[config.mk]
export PLATFORM = sky130hd
export DESIGN_NAME = light_cone_crossing_finder_core
export DESIGN_NICKNAME = d
export VERILOG_FILES = /design/src/rtl/lccf_pkg.sv /design/src/rtl/lccf_sqrt.sv /design/src/rtl/lccf_serial_mul.sv /design/src/rtl/light_cone_crossing_finder_core.sv
export SDC_FILE = /design/constraint.sdc
export NUM_CORES = 2
export LEC_CHECK = 0
export BUFFER_PORTS_ARGS = -buffer_cell sky130_fd_sc_hd__buf_2
export CAP_MARGIN = 10
export CELL_PAD_IN_SITES_DETAIL_PLACEMENT = 1
export CELL_PAD_IN_SITES_GLOBAL_PLACEMENT = 2
export CORE_ASPECT_RATIO = 1.25
export CORE_MARGIN = 5
export CORE_UTILIZATION = 25
export CTS_BUF_LIST = sky130_fd_sc_hd__clkbuf_4
export DETAILED_ROUTE_END_ITERATION = 12
export GPL_ROUTABILITY_DRIVEN = 0
export GPL_TIMING_DRIVEN = 0
export MAX_ROUTING_LAYER = met4
export PLACE_DENSITY_LB_ADDON = 0.1
export RECOVER_POWER = 100
export SLEW_MARGIN = 20
export SYNTH_ARGS = -nofsm -noshare
export SYNTH_HDL_FRONTEND = slang
export SYNTH_SLANG_ARGS = --single-unit
[constraint.sdc]
create_clock -name clk -period 13.32 [get_ports clk]
set_clock_uncertainty 0.2 [all_clocks]
set_input_delay 2.664 -clock clk [delete_from_list [all_inputs] [get_ports clk]]
set_output_delay 2.664 -clock clk [all_outputs]
set_load 0.1 [all_outputs]
[src/rtl/lccf_pkg.sv]
// Shared constants and types for the light-cone crossing finder.
package lccf_pkg;

    localparam int NumImages      = 8;
    localparam int MaxCrossings   = 8;
    localparam int FracBits       = 30;
    localparam int ImgW           = 3;
    localparam int SqrtShift      = 2 * (FracBits - 16);
    localparam int SumW           = 66;

    localparam logic [31:0] InvIntervalReset = 32'd65536;
    localparam logic [0:0]  AddrInvInterval  = 1'b0;

    // Input payload, 288 bits: start x,y,z, end x,y,z, time, length, inverse length.
    typedef struct packed {
        logic [31:0] step_length_inverse;
        logic [31:0] step_length;
        logic [31:0] step_time;
        logic signed [31:0] end_z;
        logic signed [31:0] end_y;
        logic signed [31:0] end_x;
        logic signed [31:0] start_z;
        logic signed [31:0] start_y;
        logic signed [31:0] start_x;
    } in_item_t;

    // Output payload: slice, image, positions, velocities.
    typedef struct packed {
        logic signed [31:0] vel_z;
        logic signed [31:0] vel_y;
        logic signed [31:0] vel_x;
        logic signed [31:0] pos_z;
        logic signed [31:0] pos_y;
        logic signed [31:0] pos_x;
        logic [ImgW-1:0]    image_number;
        logic [15:0]        slice_index;
    } out_item_t;

    function automatic logic [31:0] sat32(input logic signed [33:0] v);
        logic [31:0] r;
        if (v > 34'sh07FFFFFFF)
            r = 32'h7FFFFFFF;
        else if (v < -34'sh080000000)
            r = 32'h80000000;
        else
            r = v[31:0];
        return r;
    endfunction

endpackage

[src/rtl/lccf_sqrt.sv]
// Digit-serial integer square root, one result bit per cycle.
module lccf_sqrt (
    input  logic        clk,
    input  logic        rst_n,
    input  logic        start,
    input  logic [63:0] radicand,
    output logic        done,
    output logic [31:0] root
);
    import lccf_pkg::*;

    logic [63:0] rem_reg, rem_next;
    logic [63:0] bit_reg, bit_next;
    logic [63:0] res_reg, res_next;
    logic        busy_reg, busy_next;
    logic        done_reg, done_next;
    logic [63:0] trial;

    assign trial = res_reg + bit_reg;

    always_comb
    begin
        rem_next  = rem_reg;
        bit_next  = bit_reg;
        res_next  = res_reg;
        busy_next = busy_reg;
        done_next = 1'b0;
        if (start)
        begin
            rem_next  = radicand;
            bit_next  = 64'h4000000000000000;
            res_next  = '0;
            busy_next = 1'b1;
        end
        else if (busy_reg)
        begin
            if (rem_reg >= trial)
            begin
                rem_next = rem_reg - trial;
                res_next = (res_reg >> 1) + bit_reg;
            end
            else
            begin
                res_next = res_reg >> 1;
            end
            bit_next = bit_reg >> 2;
            if (bit_reg[0])
            begin
                busy_next = 1'b0;
                done_next = 1'b1;
            end
        end
    end

    always_ff @(posedge clk or negedge rst_n)
    begin
        if (!rst_n)
        begin
            busy_reg <= 1'b0;
            done_reg <= 1'b0;
        end
        else
        begin
            busy_reg <= busy_next;
            done_reg <= done_next;
        end
    end

    always_ff @(posedge clk)
    begin
        rem_reg <= rem_next;
        bit_reg <= bit_next;
        res_reg <= res_next;
    end

    assign done = done_reg;
    assign root = res_reg[31:0];
endmodule

[src/rtl/lccf_serial_mul.sv]
// Shift-and-add multiplier, 34 x 32 unsigned, one multiplier bit per cycle.
module lccf_serial_mul (
    input  logic        clk,
    input  logic        rst_n,
    input  logic        start,
    input  logic [33:0] mcand,
    input  logic [31:0] mplier,
    output logic        done,
    output logic [65:0] product
);
    import lccf_pkg::*;

    logic [65:0] acc_reg, acc_next;
    logic [65:0] mc_reg, mc_next;
    logic [31:0] mp_reg, mp_next;
    logic [5:0]  cnt_reg, cnt_next;
    logic        busy_reg, busy_next;
    logic        done_reg, done_next;

    always_comb
    begin
        acc_next  = acc_reg;
        mc_next   = mc_reg;
        mp_next   = mp_reg;
        cnt_next  = cnt_reg;
        busy_next = busy_reg;
        done_next = 1'b0;
        if (start)
        begin
            acc_next  = '0;
            mc_next   = {32'd0, mcand};
            mp_next   = mplier;
            cnt_next  = '0;
            busy_next = 1'b1;
        end
        else if (busy_reg)
        begin
            if (mp_reg[0])
                acc_next = acc_reg + mc_reg;
            mc_next  = mc_reg << 1;
            mp_next  = mp_reg >> 1;
            cnt_next = cnt_reg + 6'd1;
            if (cnt_reg == 6'd31)
            begin
                busy_next = 1'b0;
                done_next = 1'b1;
            end
        end
    end

    always_ff @(posedge clk or negedge rst_n)
    begin
        if (!rst_n)
        begin
            busy_reg <= 1'b0;
            done_reg <= 1'b0;
            cnt_reg  <= '0;
        end
        else
        begin
            busy_reg <= busy_next;
            done_reg <= done_next;
            cnt_reg  <= cnt_next;
        end
    end

    always_ff @(posedge clk)
    begin
        acc_reg <= acc_next;
        mc_reg  <= mc_next;
        mp_reg  <= mp_next;
    end

    assign done    = done_reg;
    assign product = acc_reg;
endmodule

[src/rtl/light_cone_crossing_finder_core.sv]
// Top level of the light-cone crossing finder: sequencer, shared serial units, output register.
//
//  channel | dir | transfer condition         | payload
//  s_*     | in  | s_tvalid & s_tready        | particle step (288 bits)
//  m_*     | out | m_tvalid & m_tready        | crossing record, tuser dropped, tlast
//  apb     | in  | psel & penable & pwrite    | inverse_map_interval when paddr[2] is 0
//
// One item is accepted, then the three velocities are computed, then per image and
// endpoint there are three squarings, a square root and a slice scaling, plus one
// decision step per image and one step per emitted record, all on one serial
// multiplier and one serial square-root unit.
// Reset is asynchronous; the block takes a new item only when the previous one has
// delivered its last record. A stalled output holds its record and the sequencer.
module light_cone_crossing_finder_core (
    input  logic         clk,
    input  logic         rst_n,
    input  logic         s_tvalid,
    output logic         s_tready,
    input  logic [287:0] s_tdata,  // start_x,y,z, end_x,y,z, step_time, step_length, step_length_inverse
    input  logic         m_tready,
    output logic         m_tvalid,
    output logic [215:0] m_tdata,  // slice_index, image_number, pos_x,y,z, vel_x,y,z
    output logic         m_tuser,  // dropped_flag
    output logic         m_tlast,  // last_record
    input  logic         psel,
    input  logic         penable,
    input  logic         pwrite,
    input  logic [2:0]   paddr,
    input  logic [31:0]  pwdata,
    output logic [31:0]  prdata,
    output logic         pready
);
    import lccf_pkg::*;

    typedef enum logic [11:0] {
        S_IDLE  = 12'b000000000001,
        S_VEL   = 12'b000000000010,
        S_SQ    = 12'b000000000100,
        S_SQRT  = 12'b000000001000,
        S_SL    = 12'b000000010000,
        S_DEC   = 12'b000000100000,
        S_EMIT  = 12'b000001000000,
        S_NEXT  = 12'b000010000000,
        S_FIN   = 12'b000100000000,
        S_WAIT  = 12'b001000000000,
        S_START = 12'b010000000000,
        S_SQGO  = 12'b100000000000
    } state_t;

    state_t      state_reg, state_next;
    in_item_t    item_reg;
    logic [31:0] inv_reg;
    logic [31:0] vel_reg [3];
    logic [31:0] pos_reg [3];
    logic [1:0]  ax_reg;       // axis / phase counter
    logic        ep_reg;       // endpoint 0 start, 1 end
    logic [ImgW:0] img_reg;
    logic [SumW-1:0] sum_reg;
    logic        inr_reg;      // either endpoint within unit radius
    logic [33:0] i0_reg, i1_reg;
    logic [33:0] cur_reg;
    logic [3:0]  cnt_reg;
    logic        drop_reg;

    // output register with pending record (for last marking)
    logic        ov_reg, ov_next;
    out_item_t   ob_reg;
    logic        od_reg, ol_reg;
    logic        hv_reg;       // held record waiting to know whether it is last
    out_item_t   hb_reg;
    logic        hd_reg;

    // multiplier
    logic        mul_start, mul_done;
    logic [33:0] mul_a;
    logic [31:0] mul_b;
    logic [65:0] mul_p;
    logic        sq_start, sq_done;
    logic [63:0] sq_in;
    logic [31:0] sq_out;

    lccf_serial_mul u_mul (.clk, .rst_n, .start(mul_start), .mcand(mul_a),
                           .mplier(mul_b), .done(mul_done), .product(mul_p));
    lccf_sqrt u_sqrt (.clk, .rst_n, .start(sq_start), .radicand(sq_in),
                      .done(sq_done), .root(sq_out));

    logic signed [32:0] diff;
    logic signed [33:0] shifted;
    logic [32:0] diff_mag;
    logic [32:0] sh_mag;
    logic [31:0] sh_mag32;
    logic [33:0] t_sel;
    logic [33:0] i_new;
    logic [31:0] vmag;
    logic [31:0] vsig;
    logic        out_free;
    logic        rec_push;
    logic        emit_ok;
    logic [15:0] sl_full;

    logic signed [31:0] s_ax, e_ax;
    always_comb
    begin
        case (ax_reg)
            2'd0:    begin s_ax = item_reg.start_x; e_ax = item_reg.end_x; end
            2'd1:    begin s_ax = item_reg.start_y; e_ax = item_reg.end_y; end
            default: begin s_ax = item_reg.start_z; e_ax = item_reg.end_z; end
        endcase
    end

    assign diff     = 33'(e_ax) - 33'(s_ax);
    assign diff_mag = diff[32] ? 33'(-diff) : 33'(diff);
    assign shifted  = 34'(ep_reg ? e_ax : s_ax)
                    - (img_reg[ax_reg] ? 34'sd1 <<< FracBits : 34'sd0);
    assign sh_mag   = shifted[33] ? 33'(-shifted) : 33'(shifted);
    assign sh_mag32 = sh_mag[31:0];
    // The root is still held by the square-root unit when its done pulse arrives.
    assign t_sel    = ep_reg ? 34'(item_reg.step_time) + 34'(item_reg.step_length)
                                 + 34'(sq_out)
                             : 34'(item_reg.step_time) + 34'(sq_out);
    assign i_new    = mul_p[65:32];

    always_comb
    begin
        logic [49:0] pv;
        pv = mul_p[65:16];
        if (pv > 50'h80000000)
            vmag = 32'h80000000;
        else
            vmag = pv[31:0];
        vsig = diff[32] ? 32'(-vmag) : vmag;
        if (!diff[32] && vmag == 32'h80000000)
            vsig = 32'h7FFFFFFF;
    end

    always_comb
    begin
        logic [SumW-1:0] s;
        s = sum_reg >> SqrtShift;
        if ((sum_reg >> (SqrtShift + 64)) != '0)
            sq_in = '1;
        else
            sq_in = s[63:0];
    end

    assign out_free = !ov_reg || m_tready;
    assign sl_full  = 16'(cur_reg + 34'd1 > 34'd65535 ? 34'd65535 : cur_reg + 34'd1);
    assign emit_ok  = !hv_reg || out_free;

    // The shifted magnitude stays below 2^32, so multiplying it by its low 32 bits
    // gives the whole square.
    always_comb
    begin
        mul_start  = 1'b0;
        mul_a      = '0;
        mul_b      = '0;
        sq_start   = 1'b0;
        state_next = state_reg;
        rec_push   = 1'b0;
        case (state_reg)
            S_IDLE:  if (s_tvalid) state_next = S_START;
            S_START: begin
                mul_start = 1'b1;
                mul_a = 34'(diff_mag);
                mul_b = item_reg.step_length_inverse;
                state_next = S_VEL;
            end
            S_VEL: if (mul_done) state_next = (ax_reg == 2'd2) ? S_NEXT : S_START;
            S_NEXT: begin
                if (img_reg[ImgW]) state_next = S_FIN;
                else
                begin
                    mul_start = 1'b1;
                    mul_a = 34'(sh_mag);
                    mul_b = sh_mag32;
                    state_next = S_SQ;
                end
            end
            S_SQ: if (mul_done) state_next = S_SQGO;
            S_SQGO: begin
                // The axis counter wraps to zero once all three squares are summed.
                if (ax_reg == 2'd0)
                begin
                    sq_start = 1'b1;
                    state_next = S_SQRT;
                end
                else
                begin
                    mul_start = 1'b1;
                    mul_a = 34'(sh_mag);
                    mul_b = sh_mag32;
                    state_next = S_SQ;
                end
            end
            S_SQRT: if (sq_done)
            begin
                mul_start = 1'b1;
                mul_a = t_sel;
                mul_b = inv_reg;
                state_next = S_SL;
            end
            S_SL: if (mul_done)
            begin
                if (!ep_reg) state_next = S_NEXT;
                else state_next = S_DEC;
            end
            S_DEC: state_next = (inr_reg && i1_reg > i0_reg) ? S_EMIT : S_NEXT;
            S_EMIT: if (emit_ok)
            begin
                rec_push = 1'b1;
                if (cnt_reg == 4'd1 || cur_reg + 34'd1 == i1_reg) state_next = S_NEXT;
            end
            S_FIN: if (!hv_reg || out_free) state_next = S_WAIT;
            S_WAIT: if (!ov_reg) state_next = S_IDLE;
            default: state_next = S_IDLE;
        endcase
    end

    always_comb
    begin
        ov_next = ov_reg;
        if (ov_reg && m_tready)
            ov_next = 1'b0;
        if ((rec_push && hv_reg) || (state_reg == S_FIN && hv_reg && out_free))
            ov_next = 1'b1;
    end

    assign s_tready = (state_reg == S_IDLE);

    always_ff @(posedge clk or negedge rst_n)
    begin
        if (!rst_n)
        begin
            state_reg <= S_IDLE;
            inv_reg   <= InvIntervalReset;
            ov_reg    <= 1'b0;
            hv_reg    <= 1'b0;
            ax_reg    <= '0;
            ep_reg    <= 1'b0;
            img_reg   <= '0;
        end
        else
        begin
            state_reg <= state_next;
            ov_reg    <= ov_next;
            if (psel && penable && pwrite && paddr[2] == AddrInvInterval)
                inv_reg <= pwdata;
            case (state_reg)
                S_IDLE: if (s_tvalid)
                begin
                    ax_reg  <= '0;
                    img_reg <= '0;
                    ep_reg  <= 1'b0;
                end
                S_VEL: if (mul_done)
                    ax_reg <= (ax_reg == 2'd2) ? 2'd0 : ax_reg + 2'd1;
                S_SQ: if (mul_done)
                    ax_reg <= (ax_reg == 2'd2) ? 2'd0 : ax_reg + 2'd1;
                S_SL: if (mul_done)
                begin
                    if (!ep_reg) ep_reg <= 1'b1;
                    else ep_reg <= 1'b0;
                end
                S_DEC: if (!(inr_reg && i1_reg > i0_reg)) img_reg <= img_reg + 1'b1;
                S_EMIT: if (emit_ok)
                begin
                    hv_reg <= 1'b1;
                    if (cnt_reg == 4'd1 || cur_reg + 34'd1 == i1_reg)
                        img_reg <= img_reg + 1'b1;
                end
                S_FIN: if (hv_reg && out_free)
                    hv_reg <= 1'b0;
                default: ;
            endcase
        end
    end

    always_ff @(posedge clk)
    begin
        case (state_reg)
            S_IDLE: if (s_tvalid) item_reg <= in_item_t'(s_tdata);
            S_VEL: if (mul_done) vel_reg[ax_reg] <= vsig;
            S_NEXT:
            begin
                sum_reg <= '0;
                if (!ep_reg) inr_reg <= 1'b0;
            end
            S_SQ: if (mul_done)
            begin
                logic [SumW-1:0] sq;
                sq = mul_p;
                sum_reg <= sum_reg + sq;
                if (!ep_reg) pos_reg[ax_reg] <= sat32(shifted);
                if (ax_reg == 2'd2)
                begin
                    logic [SumW-1:0] tot;
                    tot = sum_reg + sq;
                    if (tot <= (66'd1 << (2 * FracBits))) inr_reg <= 1'b1;
                end
            end
            S_SL: if (mul_done)
            begin
                if (!ep_reg) i0_reg <= i_new;
                else i1_reg <= i_new;
            end
            S_DEC:
            begin
                cur_reg  <= i0_reg;
                drop_reg <= (i1_reg - i0_reg) > 34'(MaxCrossings);
                cnt_reg  <= 4'(MaxCrossings);
            end
            S_EMIT: if (emit_ok)
            begin
                hb_reg.slice_index  <= sl_full;
                hb_reg.image_number <= img_reg[ImgW-1:0];
                hb_reg.pos_x <= pos_reg[0];
                hb_reg.pos_y <= pos_reg[1];
                hb_reg.pos_z <= pos_reg[2];
                hb_reg.vel_x <= vel_reg[0];
                hb_reg.vel_y <= vel_reg[1];
                hb_reg.vel_z <= vel_reg[2];
                hd_reg  <= drop_reg;
                cur_reg <= cur_reg + 34'd1;
                cnt_reg <= cnt_reg - 4'd1;
                if (hv_reg)
                begin
                    ob_reg <= hb_reg;
                    od_reg <= hd_reg;
                    ol_reg <= 1'b0;
                end
            end
            S_FIN: if (hv_reg && out_free)
            begin
                ob_reg <= hb_reg;
                od_reg <= hd_reg;
                ol_reg <= 1'b1;
            end
            default: ;
        endcase
    end

    assign m_tvalid = ov_reg;
    assign m_tdata  = {5'd0, ob_reg};
    assign m_tuser  = od_reg;
    assign m_tlast  = ol_reg;
    assign prdata   = inv_reg;
    assign pready   = 1'b1;
endmodule
==> flow_summary.ini <==
[sta]
grt_setup_unrepaired = no
clock.fmax_mhz = 91.2
fin_setup_tns_ns = 0
min_period_ns = 10.96
finalHoldViolCount = 0
hold_ws_ns = 0.123
relSlewSlack_pct = -304
drv_slew = 535
final-setup-viol-count = 0
worstMarginPinSlew_ns = 6.06
period_share_pct = 82.3

[finish]
final_cell_mix = 1183 x edfxtp_1, 731 x nor2_1, 610 x clkbuf_1, 602 x clkbuf_4, 572 x a21oi_1
final_common_cell = edfxtp_1
layout.area.seq_sq_um = 41500
final_nets = 8987
stdcell_count = 12772
fill_cells = 35642
multi_input_area_sq_um = 35200
drive_gt1_share_pct = 13.0
area_delta_synth_final_pct = 17.0
largest_reg_flops = 288
fin_util_pct = 29.3

[yosys]
syn_area_per_cell_sq_um = 11.0
synth_top_family_by_area = compound AO/OA/AOI/OAI gates
synth_ff_type = edfxtp_1
synth_compound_gate_area_share_pct = 15.7
synth_top_area_share_pct = 45.2
ys_ff_latch = 1466
synthAdderAreaFrac_pct = 7.38
synth_xor_area_share_pct = 6.10
synth_area_sq_um = 78600
yosysWarnings = 0
ys_seq_area_share_pct = 52.8
synth_cell_types = 120
yosys.area.top_type = edfxtp_1
ys_async_sr_fraction_pct = 4.30
yosys.area_share.simple_pct = 12.5
synthCells = 7171
muxShareOfSynthArea_pct = 3.03
yosys-top-cells-area = edfxtp_1 45%, ha_1 6.3%, dfxtp_1 5.6%
synth_edf_count = 1183

[detailed_routing]
dr_total_vias = 61391
vias_per_cell = 4.81
avgRoutedWirePerCell_um = 26.0
drt_pre_antenna_iters = 5
drc = 0
drtIter0Drc = 3080
drt-total-wl_um = 332000
ant_nets = 0

[clock_network]
cts_buffers = 411
hold_buffers = 0
postCtsSetupBuffers = 0
post_cts_resized = 0
tritoncts = done
cts_max_path_buffers = 4
path_clk_slew_ns = 0.08
root_buffer = clkbuf_4
cts_max_level = 5
clock_latency_ns = 1.34
cts.sinks = 1466

[die]
start_util_pct = 25.1
die_area_sq_um = 326000
num_rows = 230
die_h_um = 637
dieWidth_um = 511
io_pins = 583
core_sq_um = 313000

[hold_path]
holdPathStages = 0
hp-start = hb_reg[46]
min_to = m_tdata[46]
hold_class = flip-flop to flip-flop

[setup_path]
crit_start = ax_reg[0]
path_class = flip-flop to flip-flop
required_ns = 13.94
critPathCaptureType = flip-flop
path_max_fanout = 10
rr_startpoint = ax_reg[0]
path_cells = clkbuf_1 -> clkbuf_1 -> clkbuf_1 -> clkbuf_1 -> clkbuf_1 -> mux2_2 -> mux2i_1 -> inv_1 -> ha_1 -> inv_1 -> nor3_1 -> a311oi_1 -> or3b_1 -> o31a_1 -> a21o_4 -> a21oi_2 -> a21oi_1 -> o21ai_0 -> a21oi_1 -> nor2_1 -> o21ai_0
startpoint_type = flip-flop
r2r_end = vel_reg[2][10]
cp.arrival_ns = 11.58
r2r_slack_ns = 2.36
r2r_cells = 21
slowest_stage = o21ai_0
crit_top_cell = clkbuf_1
max_stage_delay_ns = 1.71

[grt]
grt_pass1_vias = 66103
antenna_found_initial = 62
overflow = 0
grt_max_degree = 108
track_usage_pct = 20.3
grt_pass1_wl_um = 475000

[placement]
dp_cells = 11983
dp.final_hpwl_um = 267000
port-buffer-count = 574

[pwr]
power_density_nw_per_um2 = 175
peakVddDrop_mv = 0.112
cellInternalPower_uw = 9590
combPwrFrac_pct = 34.2
switching_share_pct = 40.2
finalPower_uw = 16000
seqPwrFrac_pct = 39.4
cellLeakagePower_uw = 0.0347
clkPwrFrac_pct = 26.4
p_sw_uw = 6450

[run_status]
status = finished, violations left
violations = capacitance limit, slew limit

[run]
maxCapViolations = 16
==> worst max-delay path: cells and delay by family, from the launching register on <==
kind                       cells  cell delay [ns]
DFF                            1             0.33
and+or+nand+nor                3             1.27
adders and majority gates      1             0.42
AOI/OAI and AO/OA              8             3.87
muxes                          2             0.76
buffers and inverters          7             3.65
==> synthesized netlist by cell type, drive strengths merged (12+ instances only) <==
master  count
nand4      82
nor3b      19
and3       55
o21a       57
a21oi     574
o21bai     72
o21ai     430
o22ai      29
a22oi      15
o41ai      12
nor2      732
a21o      225
a221oi     43
nand2b     56
dfrtp      61
xor2      223
nand3     167
a31o       26
buf        56
ha        398
a311oi     18
o211ai     32
o31ai      50
or3        49
nor3      113
a211oi     84
mux2i     171
or2        31
edfxtp   1183
xnor2     293
a21boi     18
nand2     516
fa         39
or4        20
nor2b      93
nor4       43
mux2       55
inv       182
and4       14
dfxtp     220
a31oi     114
o31a       18
clkbuf    243
a211o      14
and2       56
==> worst max-delay path by stage <==
stage	endpoint	slack [ns]	depth (start not counted)
2_1_floorplan	hb_reg[0]	0.63	3
3_3_place_gp	hb_reg[111]	-6.45	7
3_5_place_dp	u_mul.mc_reg[22]	3.66	18
4_1_cts	u_mul.mc_reg[22]	3.62	18
5_1_grt	vel_reg[0][10]	1.56	21
6_report	vel_reg[2][10]	2.36	21
==> cell type report <==
type,instances,share of cell area (%)
plain buffers,299,1.29
flip-flops and latches,1466,45.2
multi-input cells,5227,38.3
repair buffers,632,3.00
diodes,64,0.174
clock inverters,123,0.746
inverters,183,0.749
well taps,4176,5.69
clock buffers,602,4.92
==> power groups by stage <==
stage	logic (uW)	registers [uW]	clock network [uW]
after floorplan	3450	6220	0
after global placement	5490	6520	0
after detailed placement	5570	6410	0
after CTS	5600	6310	4470
after global routing	5970	6370	4700
final	5480	6320	4240
==> routing by layer <==
metal  wire length, um  share of wire, %  vias to the layer above  global-route usage, %
li1                  -                 -                    29177                      -
met1            136000                41                    30421                   23.0
met2            169000                51                     1340                   36.1
met3             16200               4.9                      453                   4.15
met4             10500               3.2                        0                   5.71
met5                 0                 0                        -                      -
==> per-stage QoR <==
step	setup slack (ns)	cell area (sq um)
final	2.36	91900
after global routing	1.56	91900
after CTS	3.62	93000
after detailed placement	3.66	87800
after global placement	-6.45	86700
after floorplan	0.633	78600
==> logic make-up after synthesis <==
logic type      after synthesis
compound gates             1939
xor+xnor                    528
fa+ha+maj                   441
buf+inv                     482
flops                      1466
mux                         227
other cells                   2
simple gates               2086
Power figures use the tool's default switching activity.
